===== config.mk =====
export PLATFORM = sky130hd
export DESIGN_NAME = random_start_slot_allocator
export DESIGN_NICKNAME = d
export VERILOG_FILES = /design/src/rssa_pkg.sv /design/src/random_start_slot_allocator.sv /design/src/rssa_ram.sv /design/src/rssa_dp.sv /design/src/rssa_ctrl.sv
export SDC_FILE = /design/constraint.sdc
export NUM_CORES = 1
export LEC_CHECK = 0
export BUFFER_PORTS_ARGS = -buffer_cell sky130_fd_sc_hd__buf_4
export CORE_AREA = 2 2 270 272
export DETAILED_ROUTE_END_ITERATION = 16
export DIE_AREA = 0 0 272 274
export PLACE_DENSITY_LB_ADDON = 0.1
export RECOVER_POWER = 25
export SLEW_MARGIN = 20
export SYNTH_ARGS = -nofsm -noshare
export SYNTH_HDL_FRONTEND = slang
export SYNTH_SLANG_ARGS = --single-unit

===== constraint.sdc =====
create_clock -name clk -period 4.37 [get_ports clk]
set_input_delay 0.874 -clock clk [delete_from_list [all_inputs] [get_ports clk]]
set_output_delay 0.874 -clock clk [all_outputs]
set_load 0.005 [all_outputs]

===== src/rssa_pkg.sv =====
// Package for the random-start slot allocator.
// Holds the beat structs, command/status structs, operation codes and defaults.
// No dependencies.
package rssa_pkg;

  localparam int SLOT_COUNT_DEF  = 64;
  localparam int STACK_DEPTH_DEF = 64;

  // slots examined per search cycle (power of two)
  localparam int GROUP_W = 8;

  localparam logic [2:0] KIND_ALLOC     = 3'd0;
  localparam logic [2:0] KIND_REINSTATE = 3'd1;
  localparam logic [2:0] KIND_PUSH      = 3'd2;
  localparam logic [2:0] KIND_FLUSH     = 3'd3;
  localparam logic [2:0] KIND_CLEAR     = 3'd4;

  typedef struct packed {
    logic [2:0] kind;
    logic [7:0] random_byte;
    logic [7:0] number;
    logic [6:0] pop_count;
  } in_item_t;

  typedef struct packed {
    logic [6:0] granted_number;
    logic       success;
    logic       error_flag;
    logic [6:0] free_count;
    logic [6:0] stack_count;
  } out_item_t;

  typedef struct packed {
    logic load;
    logic seed;
    logic search;
    logic reinst;
    logic push;
    logic flush_init;
    logic flush_rd;
    logic flush_apply;
    logic clear;
    logic result_load;
  } dp_cmd_t;

  typedef struct packed {
    logic [2:0] kind;
    logic       free_zero;
    logic       hit;
    logic       rem_zero;
  } dp_stat_t;

endpackage


===== src/random_start_slot_allocator.sv =====
// Random-start slot allocator. One item in flight; result beat held in an output register.
// Each item is decoded, then finished; allocate with a free number first scans 8-slot groups
// (start group seen twice, from the start slot up, then in full after the wrap-around), and
// flush first reads and applies the popped entries one by one. Result registered on finish.
// A new item is taken the cycle after the result is registered, even if it is not yet taken.
// Synchronous active-low reset: all numbers free, stack empty, no result pending.
module random_start_slot_allocator #(
  parameter int SLOT_COUNT  = rssa_pkg::SLOT_COUNT_DEF,
  parameter int STACK_DEPTH = rssa_pkg::STACK_DEPTH_DEF
) (
  input  logic                clk,
  input  logic                rst_n,
  input  logic                in_valid,
  output logic                in_ready,
  input  rssa_pkg::in_item_t  in_data,
  output logic                out_valid,
  input  logic                out_ready,
  output rssa_pkg::out_item_t out_data
);

  rssa_pkg::dp_cmd_t  cmd;
  rssa_pkg::dp_stat_t stat;

  rssa_ctrl u_ctrl (
    .clk      (clk),
    .rst_n    (rst_n),
    .in_valid (in_valid),
    .in_ready (in_ready),
    .out_valid(out_valid),
    .out_ready(out_ready),
    .stat     (stat),
    .cmd      (cmd)
  );

  rssa_dp #(
    .SLOT_COUNT (SLOT_COUNT),
    .STACK_DEPTH(STACK_DEPTH)
  ) u_dp (
    .clk     (clk),
    .rst_n   (rst_n),
    .in_data (in_data),
    .cmd     (cmd),
    .stat    (stat),
    .out_data(out_data)
  );

endmodule


===== src/rssa_ram.sv =====
// Generic single-write, single-read RAM with registered read data.
// No dependencies.
module rssa_ram #(
  parameter int WIDTH = 8,
  parameter int DEPTH = 64,
  localparam int AW = (DEPTH > 1) ? $clog2(DEPTH) : 1
) (
  input  logic             clk,
  input  logic             we,
  input  logic [AW-1:0]    waddr,
  input  logic [WIDTH-1:0] wdata,
  input  logic             re,
  input  logic [AW-1:0]    raddr,
  output logic [WIDTH-1:0] rdata
);

  logic [WIDTH-1:0] mem [DEPTH];
  logic [WIDTH-1:0] rdata_r;

  always_ff @(posedge clk) begin
    if (we) begin
      mem[waddr] <= wdata;
    end
    if (re) begin
      rdata_r <= mem[raddr];
    end
  end

  assign rdata = rdata_r;

endmodule


===== src/rssa_dp.sv =====
// Datapath: used map, free and stack counters, group search, stack RAM, result register.
// Depends on rssa_pkg and rssa_ram.
module rssa_dp #(
  parameter int SLOT_COUNT  = rssa_pkg::SLOT_COUNT_DEF,
  parameter int STACK_DEPTH = rssa_pkg::STACK_DEPTH_DEF
) (
  input  logic                clk,
  input  logic                rst_n,
  input  rssa_pkg::in_item_t  in_data,
  input  rssa_pkg::dp_cmd_t   cmd,
  output rssa_pkg::dp_stat_t  stat,
  output rssa_pkg::out_item_t out_data
);

  localparam int CELL_W  = $clog2(SLOT_COUNT);
  localparam int FREE_W  = $clog2(SLOT_COUNT + 1);
  localparam int SP_W    = $clog2(STACK_DEPTH + 1);
  localparam int ADDR_W  = (STACK_DEPTH > 1) ? $clog2(STACK_DEPTH) : 1;
  localparam int GW      = rssa_pkg::GROUP_W;
  localparam int GOFF_W  = $clog2(GW);
  localparam int NGROUPS = (SLOT_COUNT + GW - 1) / GW;
  localparam int GI_W    = (NGROUPS > 1) ? $clog2(NGROUPS) : 1;
  localparam int PAD     = NGROUPS * GW;
  localparam int POS_W   = GI_W + GOFF_W;
  localparam int CW      = (SP_W > 7) ? SP_W : 7;
  localparam int MOD_W   = 16;

  rssa_pkg::in_item_t  item_r;
  rssa_pkg::out_item_t out_r;
  logic [SLOT_COUNT-1:0] used_r;
  logic [FREE_W-1:0]    free_r;
  logic [SP_W-1:0]      sp_r;
  logic [SP_W-1:0]      rem_r;
  logic [GI_W-1:0]      grp_r;
  logic [GOFF_W-1:0]    off_r;
  logic                 first_r;
  logic [6:0]           granted_r;
  logic                 success_r;
  logic                 err_r;

  // start slot: random byte reduced by restoring subtraction
  logic [MOD_W-1:0] mod_acc;
  logic [POS_W-1:0] start_pos;

  always_comb begin
    mod_acc = MOD_W'(item_r.random_byte);
    for (int k = 7; k >= 0; k--) begin
      if (mod_acc >= (MOD_W'(SLOT_COUNT) << k)) begin
        mod_acc = mod_acc - (MOD_W'(SLOT_COUNT) << k);
      end
    end
  end

  assign start_pos = POS_W'(mod_acc);

  // one group of the map per cycle; padding reads as used
  logic [PAD-1:0]    used_pad;
  logic [GW-1:0]     grp_bits;
  logic [GW-1:0]     grp_mask;
  logic [GW-1:0]     cand;
  logic              hit;
  logic [GOFF_W-1:0] hit_idx;
  logic [POS_W-1:0]  hit_pos;
  logic [CELL_W-1:0] hit_slot;
  logic [CELL_W:0]   hit_num;
  logic [GI_W-1:0]   grp_next;

  always_comb begin
    used_pad = '1;
    used_pad[SLOT_COUNT-1:0] = used_r;
  end

  assign grp_bits = used_pad[grp_r*GW +: GW];
  // first visit skips slots below the start; the wrap-around visit sees them
  assign grp_mask = first_r ? ({GW{1'b1}} << off_r) : {GW{1'b1}};
  assign cand     = ~grp_bits & grp_mask;

  always_comb begin
    hit     = 1'b0;
    hit_idx = '0;
    for (int j = GW - 1; j >= 0; j--) begin
      if (cand[j]) begin
        hit     = 1'b1;
        hit_idx = GOFF_W'(j);
      end
    end
  end

  assign hit_pos  = {grp_r, hit_idx};
  assign hit_slot = CELL_W'(hit_pos);
  assign hit_num  = {1'b0, hit_slot} + 1'b1;
  assign grp_next = (grp_r == GI_W'(NGROUPS - 1)) ? '0 : grp_r + 1'b1;

  // shared reinstate path: item number or popped stack entry
  logic [7:0]        ram_rdata;
  logic [7:0]        rin_num;
  logic              rin_ok;
  logic [CELL_W-1:0] rin_slot;
  logic              rin_hit;
  logic              push_ok;

  assign rin_num  = cmd.flush_apply ? ram_rdata : item_r.number;
  assign rin_ok   = (rin_num != 8'd0) && (9'(rin_num) <= 9'(SLOT_COUNT));
  assign rin_slot = CELL_W'(rin_num - 8'd1);
  assign rin_hit  = rin_ok && used_r[rin_slot];
  assign push_ok  = rin_ok && (sp_r < SP_W'(STACK_DEPTH));

  logic [SP_W-1:0] flush_clamp;
  assign flush_clamp = (CW'(item_r.pop_count) > CW'(sp_r)) ? sp_r
                                                          : SP_W'(item_r.pop_count);

  rssa_ram #(
    .WIDTH(8),
    .DEPTH(STACK_DEPTH)
  ) u_stack (
    .clk  (clk),
    .we   (cmd.push && push_ok),
    .waddr(ADDR_W'(sp_r)),
    .wdata(item_r.number),
    .re   (cmd.flush_rd),
    .raddr(ADDR_W'(sp_r - 1'b1)),
    .rdata(ram_rdata)
  );

  always_ff @(posedge clk) begin
    if (!rst_n) begin
      used_r <= '0;
      free_r <= FREE_W'(SLOT_COUNT);
      sp_r   <= '0;
    end else begin
      if (cmd.clear) begin
        used_r <= '0;
        free_r <= FREE_W'(SLOT_COUNT);
        sp_r   <= '0;
      end
      if (cmd.search && hit) begin
        used_r[hit_slot] <= 1'b1;
        free_r           <= free_r - 1'b1;
      end
      if ((cmd.reinst || cmd.flush_apply) && rin_hit) begin
        used_r[rin_slot] <= 1'b0;
        free_r           <= free_r + 1'b1;
      end
      if (cmd.push && push_ok) begin
        sp_r <= sp_r + 1'b1;
      end
      if (cmd.flush_rd) begin
        sp_r <= sp_r - 1'b1;
      end
    end
  end

  always_ff @(posedge clk) begin
    if (cmd.load) begin
      item_r    <= in_data;
      granted_r <= '0;
      success_r <= 1'b0;
      err_r     <= 1'b0;
    end
    if (cmd.seed) begin
      grp_r   <= start_pos[POS_W-1:GOFF_W];
      off_r   <= start_pos[GOFF_W-1:0];
      first_r <= 1'b1;
    end
    if (cmd.search) begin
      if (hit) begin
        granted_r <= 7'(hit_num);
      end else begin
        grp_r   <= grp_next;
        first_r <= 1'b0;
      end
    end
    if (cmd.reinst) begin
      success_r <= rin_hit;
      err_r     <= !rin_ok;
    end
    if (cmd.push) begin
      success_r <= push_ok;
      err_r     <= !push_ok;
    end
    if (cmd.flush_init) begin
      rem_r     <= flush_clamp;
      success_r <= 1'b1;
    end
    if (cmd.flush_rd) begin
      rem_r <= rem_r - 1'b1;
    end
    if (cmd.clear) begin
      success_r <= 1'b1;
    end
    if (cmd.result_load) begin
      out_r.granted_number <= granted_r;
      out_r.success        <= success_r;
      out_r.error_flag     <= err_r;
      out_r.free_count     <= 7'(free_r);
      out_r.stack_count    <= 7'(sp_r);
    end
  end

  assign stat.kind      = item_r.kind;
  assign stat.free_zero = (free_r == '0);
  assign stat.hit       = hit;
  assign stat.rem_zero  = (rem_r == '0);
  assign out_data       = out_r;

endmodule


===== src/rssa_ctrl.sv =====
// Controller: sequences one item at a time through the datapath and owns the handshakes.
// Depends on rssa_pkg.
module rssa_ctrl (
  input  logic               clk,
  input  logic               rst_n,
  input  logic               in_valid,
  output logic               in_ready,
  output logic               out_valid,
  input  logic               out_ready,
  input  rssa_pkg::dp_stat_t stat,
  output rssa_pkg::dp_cmd_t  cmd
);

  typedef enum logic [2:0] {
    S_IDLE,
    S_DECODE,
    S_SEARCH,
    S_FLUSH_RD,
    S_FLUSH_AP,
    S_FINISH
  } state_t;

  state_t state_r, state_nxt;
  logic   out_valid_r, out_valid_nxt;

  always_comb begin
    cmd       = '0;
    state_nxt = state_r;
    case (state_r)
      S_IDLE: begin
        if (in_valid) begin
          cmd.load  = 1'b1;
          state_nxt = S_DECODE;
        end
      end
      S_DECODE: begin
        case (stat.kind)
          rssa_pkg::KIND_ALLOC: begin
            if (stat.free_zero) begin
              state_nxt = S_FINISH;
            end else begin
              cmd.seed  = 1'b1;
              state_nxt = S_SEARCH;
            end
          end
          rssa_pkg::KIND_REINSTATE: begin
            cmd.reinst = 1'b1;
            state_nxt  = S_FINISH;
          end
          rssa_pkg::KIND_PUSH: begin
            cmd.push  = 1'b1;
            state_nxt = S_FINISH;
          end
          rssa_pkg::KIND_FLUSH: begin
            cmd.flush_init = 1'b1;
            state_nxt      = S_FLUSH_RD;
          end
          rssa_pkg::KIND_CLEAR: begin
            cmd.clear = 1'b1;
            state_nxt = S_FINISH;
          end
          default: begin
            state_nxt = S_FINISH;
          end
        endcase
      end
      S_SEARCH: begin
        // a free slot exists, so the walk always ends in a hit
        cmd.search = 1'b1;
        if (stat.hit) begin
          state_nxt = S_FINISH;
        end
      end
      S_FLUSH_RD: begin
        if (stat.rem_zero) begin
          state_nxt = S_FINISH;
        end else begin
          cmd.flush_rd = 1'b1;
          state_nxt    = S_FLUSH_AP;
        end
      end
      S_FLUSH_AP: begin
        // apply the entry read last cycle, fetch the next behind it while entries remain
        cmd.flush_apply = 1'b1;
        if (stat.rem_zero) begin
          state_nxt = S_FINISH;
        end else begin
          cmd.flush_rd = 1'b1;
        end
      end
      S_FINISH: begin
        if (!out_valid_r || out_ready) begin
          cmd.result_load = 1'b1;
          state_nxt       = S_IDLE;
        end
      end
      default: begin
        state_nxt = S_IDLE;
      end
    endcase
  end

  always_comb begin
    out_valid_nxt = out_valid_r;
    if (cmd.result_load) begin
      out_valid_nxt = 1'b1;
    end else if (out_ready) begin
      out_valid_nxt = 1'b0;
    end
  end

  always_ff @(posedge clk) begin
    if (!rst_n) begin
      state_r     <= S_IDLE;
      out_valid_r <= 1'b0;
    end else begin
      state_r     <= state_nxt;
      out_valid_r <= out_valid_nxt;
    end
  end

  assign in_ready  = (state_r == S_IDLE);
  assign out_valid = out_valid_r;

endmodule


==> flow_metrics.tcl, run 1 <==
set metrics [dict create \
    ys.flop_type "edfxtp_1" \
    fin_nets 1949 \
    grt_pass1_wl_um 115000 \
    leakage_nw 10.4 \
    cts_sinks 672 \
    crit_path_max_fanout 19 \
    cts_hold_buffers 0 \
    post-route-period-util_pct 93.5 \
    worst_pin_slew_ps 3130 \
    grt_usage_pct 21.1 \
    status "finished with violations" \
    ctsHtreeMaxLevel 3 \
    grt-ovfl-total 0 \
    drt_pass1_iterations 8 \
    clock.fmax_mhz 245 \
    drt-initial-drc-count 1467 \
    violations "capacitance limit, slew limit" \
    p_switching_w 0.00650 \
    wl_per_cell_um 26.6 \
    post_cts_buffers 0 \
    syn-num-nets 1793 \
    period_needed_ps 4080 \
    finalSetupViolCount 0 \
    root_buffer "clkbuf_16" \
    clk_pin_slew_ps 60 \
    grt_max_degree 85 \
    syn2layout_area_growth_pct 16.2 \
    cts_tree "done" \
    post_cts_resized 0 \
    critPathCaptureType "flip-flop" \
    max-slew-margin-rel_pct -108 \
    seqPwrFrac_pct 38.1 \
    n_fill_cell 6255 \
    required_ps 4880 \
    arrival_ps 4590 \
    antenna_found_initial 0 \
    final_cell_mix "edfxtp_1, mux4_2, buf_4, nor2_1, dfxtp_1" \
    via_per_inst 5.66 \
    die-area_mm2 0.0745 \
    clkLatencyLatePin_ps 620 \
    layout_commonest_cell "edfxtp_1" \
    combPwrFrac_pct 32.0 \
    yosys_warnings 0 \
    clock_skew_ps 26.6 \
    fin_setup_tns_ps 0 \
    fin_util_pct 46.0 \
    grt_pass1_vias 16911 \
    rsz0062_at_grt "false" \
    start_util_pct 39.6 \
    power_density_mw_per_mm2 608 \
    io_buffers 52 \
    start_kind "flip-flop" \
    synthArstFlopShare_pct 0 \
    core_region_area_mm2 0.0720 \
    finalWirelength_um 77700 \
    finalHoldViolCount 0 \
    synth-edff-count 578 \
    drc 0 \
    ir_drop_mv 0.355 \
    die_x_um 272 \
    syn_area_mm2 0.0285 \
    worstHoldPathType "flip-flop to flip-flop" \
    netlist-cell-type-count 81 \
    finalPower_w 0.0201 \
    power.internal_w 0.0136 \
    synth-seq-area-share_pct 67.5 \
    switching_share_pct 32.3 \
    place_hpwl_um 51400 \
    drive_above_1_share_pct 25.8 \
    maxCapViolCount 4 \
    clkPwrFrac_pct 29.9 \
    final_max_slew_viol_count 248 \
    fp.dieH_um 274 \
    routed-via-count 16513 \
    cts_buffers 76 \
    syn_inst 1747 \
    antenna_left 0 \
    gp_congestion 0.908 \
    crit_type "flip-flop to flip-flop" \
    diodes 0 \
    ys_ff_latch 672 \
    rows 99 \
    avgSynthCellArea_um2 16.3 \
    ctsLongestPathBuffers 3 \
    io_pins 55 \
]
## cell usage after synthesis (5+ instances only)
master / instances / area share (%)
edfxtp_1: 578 / 61
mux4_2: 176 / 14
nor2_1: 139 / 1.8
dfxtp_1: 94 / 6.6
nand2_1: 91 / 1.2
clkbuf_1: 68 / 0.90
nand3_1: 53 / 0.93
a211oi_1: 48 / 1.3
a21oi_1: 44 / 0.77
o21ai_0: 44 / 0.77
a22oi_1: 35 / 0.92
nor3_1: 35 / 0.62
inv_1: 27 / 0.36
mux2i_1: 24 / 0.84
a31oi_1: 18 / 0.40
buf_2: 18 / 0.32
ha_1: 16 / 0.70
xnor2_1: 16 / 0.49
nand3b_1: 15 / 0.40
nand4_1: 14 / 0.31
buf_1: 13 / 0.17
a311oi_1: 12 / 0.37
nand2b_1: 12 / 0.26
o211a_1: 12 / 0.42
and3_1: 8 / 0.18
mux2_2: 6 / 0.24
nor2b_1: 6 / 0.13
nor4_1: 6 / 0.13
xor2_1: 6 / 0.18
buf_6: 5 / 0.20
or2_2: 5 / 0.11
## path summary, 6_finish.rpt
kind                            slack, ps  depth (start not counted)                end              start
worst min-delay path                  420                          0      u_dp.off_r[0]    u_dp.item_r[15]
worst min register to register        420                          0      u_dp.off_r[0]    u_dp.item_r[15]
worst max-delay path                  290                         16  u_dp.used_pad[19]  u_ctrl.state_r[1]
worst max register to register        290                         16  u_dp.used_pad[19]  u_ctrl.state_r[1]
## layer usage
| metal | GRT usage (%) | share of wire [%] |
|---|---|---|
| met4 | 6.55 | 3.0 |
| met5 | 0 | 0 |
| met1 | 27.2 | 41 |
| met3 | 2.88 | 4.1 |
| met2 | 37.1 | 52 |
## state kept, by name, indices dropped and copies added (netlist names), 3 cells and up
name	flops
u_dp.granted_r	7
u_dp.grp_r	3
u_dp.rem_r	7
u_dp.free_r	7
u_dp.sp_r	7
u_dp.out_data	23
u_dp.off_r	3
u_dp.item_r	21
u_dp.stat	3
u_dp.u_stack.mem	512
u_dp.u_stack.rdata	8
u_dp.used_pad	64
u_ctrl.state_r	3
## metrics by stage
step                worst slack [ps]  area, um2  hold slack, ps  std cells
finish                           286      33100             424       2917
floorplan                       6.72      28600             400       1747
global route                    73.0      33100             425       2917
CTS                              379      33200             394       2917
global placement                 375      30800             412       2784
detailed placement               417      30800             412       2784
## power groups by stage
| stage | Clock, W | Sequential, W | Combinational [W] |
|---|---|---|---|
| global placement | 0 | 0.00779 | 0.00651 |
| finish | 0.00601 | 0.00768 | 0.00645 |
| floorplan | 0 | 0.00777 | 0.00419 |
| global route | 0.00640 | 0.00771 | 0.00689 |
| detailed placement | 0 | 0.00780 | 0.00657 |
| CTS | 0.00616 | 0.00766 | 0.00658 |
## critical path: stages, from the launching register on
cell and delay (ps):
dfxtp_1 350, buf_4 160, nand4bb_1 280, o21ai_4 120
inv_2 60, ha_4 430, clkinv_1 370, a2111oi_0 710
a31o_2 200, a32oi_1 60, o211ai_1 170, a21oi_2 140
nand4_2 210, buf_4 230, nor2_1 90, buf_12 160
a311oi_1 230
## cells by family (layout without fill, tap and decap cells)
group,Yosys count,after routing,synth area share (%)
buffers and inverters,141,352,2.11
xor gates and xnor gates,22,22,0.677
AOI/OAI and AO/OA,274,274,6.79
and+or+nand+nor,414,414,7.04
muxes,208,208,15.1
DFF,672,672,67.5
adders and majority gates,16,16,0.703
## cell type report
class	instances	area (um2)	area share, %
Tap cell	959	1200	3.63
Clock inverter	32	256	0.775
Timing Repair Buffer	185	1400	4.22
Multi-Input combinational cell	934	8800	26.6
Inverter	34	128	0.386
Clock buffer	101	2060	6.22
Sequential cell	672	19200	58.2
No activity file was read; power rests on OpenSTA's default activity.
==> run 2: changes to the inputs <==
- CORE_AREA: 2 2 270 272 -> 4 4 272 274
- DIE_AREA: 0 0 272 274 -> 0 0 276 278
==> flow_metrics.tcl, run 2 (synthesized netlist as in run 1, its figures left out) <==
set metrics [dict create \
    status "finished with violations" \
    violations "capacitance limit, slew limit" \
    layout_commonest_cell "edfxtp_1" \
    max-slew-margin-rel_pct -101 \
    final_max_slew_viol_count 244 \
    via_per_inst 5.65 \
    drt-initial-drc-count 1391 \
    drt_pass1_iterations 5 \
    critPathCaptureType "flip-flop" \
    clk_pin_slew_ps 60 \
    rsz0062_at_grt "false" \
    ctsLongestPathBuffers 3 \
    hold-worst-slack_ps 415 \
    crit_path_max_fanout 19 \
    drc 0 \
    ctsHtreeMaxLevel 3 \
    grt_usage_pct 19.5 \
    diodes 0 \
    maxCapViolCount 4 \
    regMostFlops "u_dp.u_stack.mem" \
    crit_buf_inv 3 \
    post_cts_buffers 0 \
    grt_pass1_wl_um 111000 \
    cts_sinks 672 \
    finalHoldViolCount 0 \
    syn2layout_area_growth_pct 16.3 \
    crit_type "flip-flop to flip-flop" \
    fp.dieH_um 278 \
    rrSetupSlack_ps 450 \
    finalWirelength_um 75200 \
    crit_cells 15 \
    routed-via-count 16404 \
    clkLatencyLatePin_ps 630 \
    period_needed_ps 3920 \
    die_x_um 276 \
    core_region_area_mm2 0.0714 \
    root_buffer "clkbuf_16" \
    start_kind "flip-flop" \
    critPathTopFamily "compound AO/OA/AOI/OAI gates" \
    fin_setup_tns_ps 0 \
    grt-ovfl-total 0 \
    largest_register_ffs 512 \
    fin_nets 1949 \
    startpoint "u_ctrl.state_r[0]" \
    io_pins 55 \
    n_fill_cell 6210 \
    final_cell_mix "edfxtp_1, mux4_2, buf_4, nor2_1, dfxtp_1" \
    worst_pin_slew_ps 3010 \
    grt_pass1_vias 16650 \
    ir_drop_mv 0.368 \
    cts_hold_buffers 0 \
    finalSetupViolCount 0 \
    antenna_found_initial 3 \
    cp_common_cell "buf_4" \
    power_density_mw_per_mm2 610 \
    antenna_left 0 \
    die-area_mm2 0.0767 \
    worstHoldPathType "flip-flop to flip-flop" \
    ff2ff_path_depth 15 \
    crit_path_end "u_dp.free_r[6]" \
    post_cts_resized 0 \
    wl_per_cell_um 25.9 \
    finalPower_w 0.0202 \
    gp_congestion 0.876 \
    clock.fmax_mhz 255 \
    reg2reg_from "u_ctrl.state_r[0]" \
    rows 98 \
    io_buffers 52 \
    place_hpwl_um 50200 \
    required_ps 4880 \
    placed_cells_incl_taps 2777 \
    cts_buffers 74 \
    start_util_pct 39.9 \
    post-route-period-util_pct 89.7 \
    cts_tree "done" \
    drive_above_1_share_pct 25.9 \
    cp_cell_sequence "nor3b_4, buf_4, o21ai_4, inv_2, ha_4, xnor2_1, mux2_4, nor2_1, a22oi_1, a311oi_1, a21oi_2, nand4_2, buf_4, o22ai_1, mux2_2" \
    timing.rr.end "u_dp.free_r[6]" \
    worst_path_max_delay_cell "dfxtp_1" \
    clock_skew_ps 36.8 \
    leakage_nw 10.4 \
    layoutNonFillerInstCount 2904 \
    arrival_ps 4430 \
    grt_max_degree 84 \
    cpPeakStageDelay_ps 430 \
]
-- run 2: stage by stage --
stage	cell area [um2]	setup slack, ps	util, %
floorplan	28600	6.72	-
global placement	30800	555	43.2
detailed placement	30800	489	43.2
CTS	33200	480	46.5
global route	33100	154	46.4
finish	33100	452	46.4
-- run 2: layout make-up --
class	instances	area (um2)	area share, %
clock inverters	34	375	1.13
well taps	950	1190	3.59
clock buffers	93	1990	6.00
multi-input cells	934	8790	26.6
repair buffers	187	1400	4.23
inverters	34	128	0.385
flip-flops and latches	672	19200	58.1
-- run 2: worst min path at each step --
| stage | end | startpoint | slack, ps | depth (start not counted) |
|---|---|---|---|---|
| after floorplan | u_dp.off_r[0] | u_dp.item_r[15] | 400 | 0 |
| after global placement | u_dp.off_r[0] | u_dp.item_r[15] | 410 | 0 |
| after detailed placement | u_dp.out_data[14] | u_dp.err_r | 410 | 0 |
| after CTS | u_dp.item_r[1] | in_data[1] | 380 | 1 |
| after global routing | u_dp.off_r[0] | u_dp.item_r[15] | 420 | 0 |
| final | u_dp.off_r[0] | u_dp.item_r[15] | 410 | 0 |
-- run 2: per-layer routing --
metal | wire length (um) | global-route usage [%]
met1 | 29900 | 24.4
met2 | 39100 | 34.2
met3 | 3700 | 3.51
met4 | 2550 | 6.54
met5 | 8 | 0
-- run 2: power by group --
part           internal (W)  switching (W)
Combinational       0.00274        0.00371
Sequential          0.00745       0.000201
Clock               0.00353        0.00256
Total                0.0137        0.00647
==> run 3: changes to the inputs <==
==> constraint.sdc (replaced) <==
create_clock -name clk -period 4.37 [get_ports clk]
set_input_delay 0.2185 -clock clk [delete_from_list [all_inputs] [get_ports clk]]
set_output_delay 0.2185 -clock clk [all_outputs]
set_load 0.005 [all_outputs]
==> flow_metrics.tcl, run 3 (synthesized netlist as in run 1, its figures left out) <==
set metrics [dict create \
    status "finished with violations" \
    violations "capacitance limit, slew limit" \
    wl_per_cell_um 26.0 \
    post_cts_resized 0 \
    gp_congestion 0.888 \
    drc 0 \
    finalPower_w 0.0202 \
    multiInputGateArea_mm2 0.00879 \
    max-slew-margin-rel_pct -102 \
    antenna_found_initial 1 \
    ir_drop_mv 0.411 \
    rrSetupSlack_ps 370 \
    syn2layout_area_growth_pct 17.4 \
    regMostFlops "u_dp.u_stack.mem" \
    grt_usage_pct 19.8 \
    switching_share_pct 32.0 \
    crit_path_max_fanout 16 \
    fin_nets 1979 \
    fin_util_pct 46.9 \
    io_pins 55 \
    final_cell_mix "edfxtp_1, mux4_2, buf_4, nor2_1, dfxtp_1" \
    p_switching_w 0.00648 \
    cts_sinks 672 \
    dpl_cell_area_mm2 0.0309 \
    worstHoldPathType "input port to flip-flop" \
    clock_skew_ps 26.0 \
    drt_pass1_iterations 5 \
    root_buffer "clkbuf_16" \
    cts_tree "done" \
    die-area_mm2 0.0767 \
    seqCellArea_mm2 0.0192 \
    rsz0062_at_grt "false" \
    largest_register_ffs 512 \
    startpoint "u_ctrl.state_r[0]" \
    period_needed_ps 4000 \
    final_max_slew_viol_count 197 \
    via_per_inst 5.65 \
    arrival_ps 4340 \
    n_fill_cell 6209 \
    leakage_nw 10.6 \
    rows 98 \
    clock.fmax_mhz 250 \
    layout_commonest_cell "edfxtp_1" \
    place_hpwl_um 51200 \
    clk_pin_slew_ps 60 \
    cts_buffers 75 \
    grt_pass1_wl_um 114000 \
    post-route-cell-area_mm2 0.0334 \
    post_cts_buffers 0 \
    power.internal_w 0.0137 \
    drt-initial-drc-count 1395 \
    ctsLongestPathBuffers 3 \
    io_buffers 52 \
    start_util_pct 39.9 \
    grt_max_degree 92 \
    timing.rr.end "u_dp.used_pad[19]" \
    drive_above_1_share_pct 25.6 \
    crit_type "flip-flop to flip-flop" \
    routed-via-count 16639 \
    required_ps 4710 \
    power_density_mw_per_mm2 604 \
    finalSetupViolCount 0 \
    finalHoldViolCount 0 \
    core_region_area_mm2 0.0714 \
    reg2reg_from "u_ctrl.state_r[0]" \
    critPathCaptureType "flip-flop" \
    start_kind "flip-flop" \
    maxCapViolCount 4 \
    fin_setup_tns_ps 0 \
    die_x_um 276 \
    post-route-period-util_pct 91.5 \
    ctsHtreeMaxLevel 3 \
    grt_pass1_vias 16951 \
    combPwrFrac_pct 31.8 \
    seqPwrFrac_pct 37.8 \
    ff2ff_path_depth 13 \
    antenna_left 0 \
    clkLatencyLatePin_ps 620 \
    finalWirelength_um 76500 \
    fp.dieH_um 278 \
    crit_path_end "u_dp.used_pad[19]" \
    grt-ovfl-total 0 \
    worst_pin_slew_ps 3030 \
    diodes 0 \
    clkPwrFrac_pct 30.5 \
]
run 3: cell count changes in the layout (fill, tap and decap cells not counted), sizes merged:
cell / previous run / this run
buf: 155 / 153
bufinv: 5 / 4
clkbuf: 125 / 130
clkinv: 31 / 42
dlygate4sd3: 0 / 26
inv: 31 / 32
run 3: critical path, cell delays in order (launching register included):
cell	delay, ps
dfxtp_1	440
buf_4	210
or3b_1	610
mux2i_4	630
nor2_1	210
a32oi_1	280
nand3_1	120
a22oi_1	150
buf_4	170
nand4_2	210
buf_4	260
nor2_1	100
buf_4	220
a311oi_1	110
run 3: how the worst min path moves through the flow:
stage	cells after the start	slack [ps]	to	from
5_1_grt	4	60	u_ctrl.state_r[2]	in_valid
2_1_floorplan	0	320	u_dp.item_r[0]	in_data[0]
3_3_place_gp	1	400	u_dp.stat[3]	in_data[23]
6_report	4	70	u_ctrl.state_r[2]	in_valid
4_1_cts	4	30	u_ctrl.state_r[2]	in_valid
3_5_place_dp	1	400	u_dp.stat[3]	in_data[23]
run 3: area by class of cell:
cell class                      count  area share [%]
Timing Repair Buffer              216            5.00
Multi-Input combinational cell    934            26.3
Sequential cell                   672            57.5
Tap cell                          950            3.55
Clock buffer                       93            6.03
Clock inverter                     45            1.22
Inverter                           34           0.382
run 3: through the flow:
step                hold WS (ps)  worst slack, ps  cells
finish                      65.3              371   2944
global route                57.3             94.8   2944
CTS                         26.9              446   2944
detailed placement           398              482   2780
global placement             398              571   2780
floorplan                    317             6.72   1747
run 3: power by group through the flow:
stage          sequential [W]  clock, W  combinational, W
2_1_floorplan         0.00777         0           0.00419
4_1_cts               0.00763   0.00633           0.00659
6_report              0.00763   0.00616           0.00642
3_3_place_gp          0.00776         0           0.00653
3_5_place_dp          0.00776         0           0.00657
5_1_grt               0.00766   0.00660           0.00686
run 3: what timing repair did:
item,in CTS,in global routing
hold endpoints to repair,43,0
hold buffers,26,0
endpoints found under the setup margin,0,0
run 3: per-layer routing:
layer | GRT usage [%] | part of all wire, % | wire [um]
met1 | 25.3 | 41 | 31300
met2 | 35.3 | 52 | 39700
met3 | 2.91 | 4.2 | 3210
met4 | 5.57 | 2.9 | 2230
met5 | 0 | 0 | 0
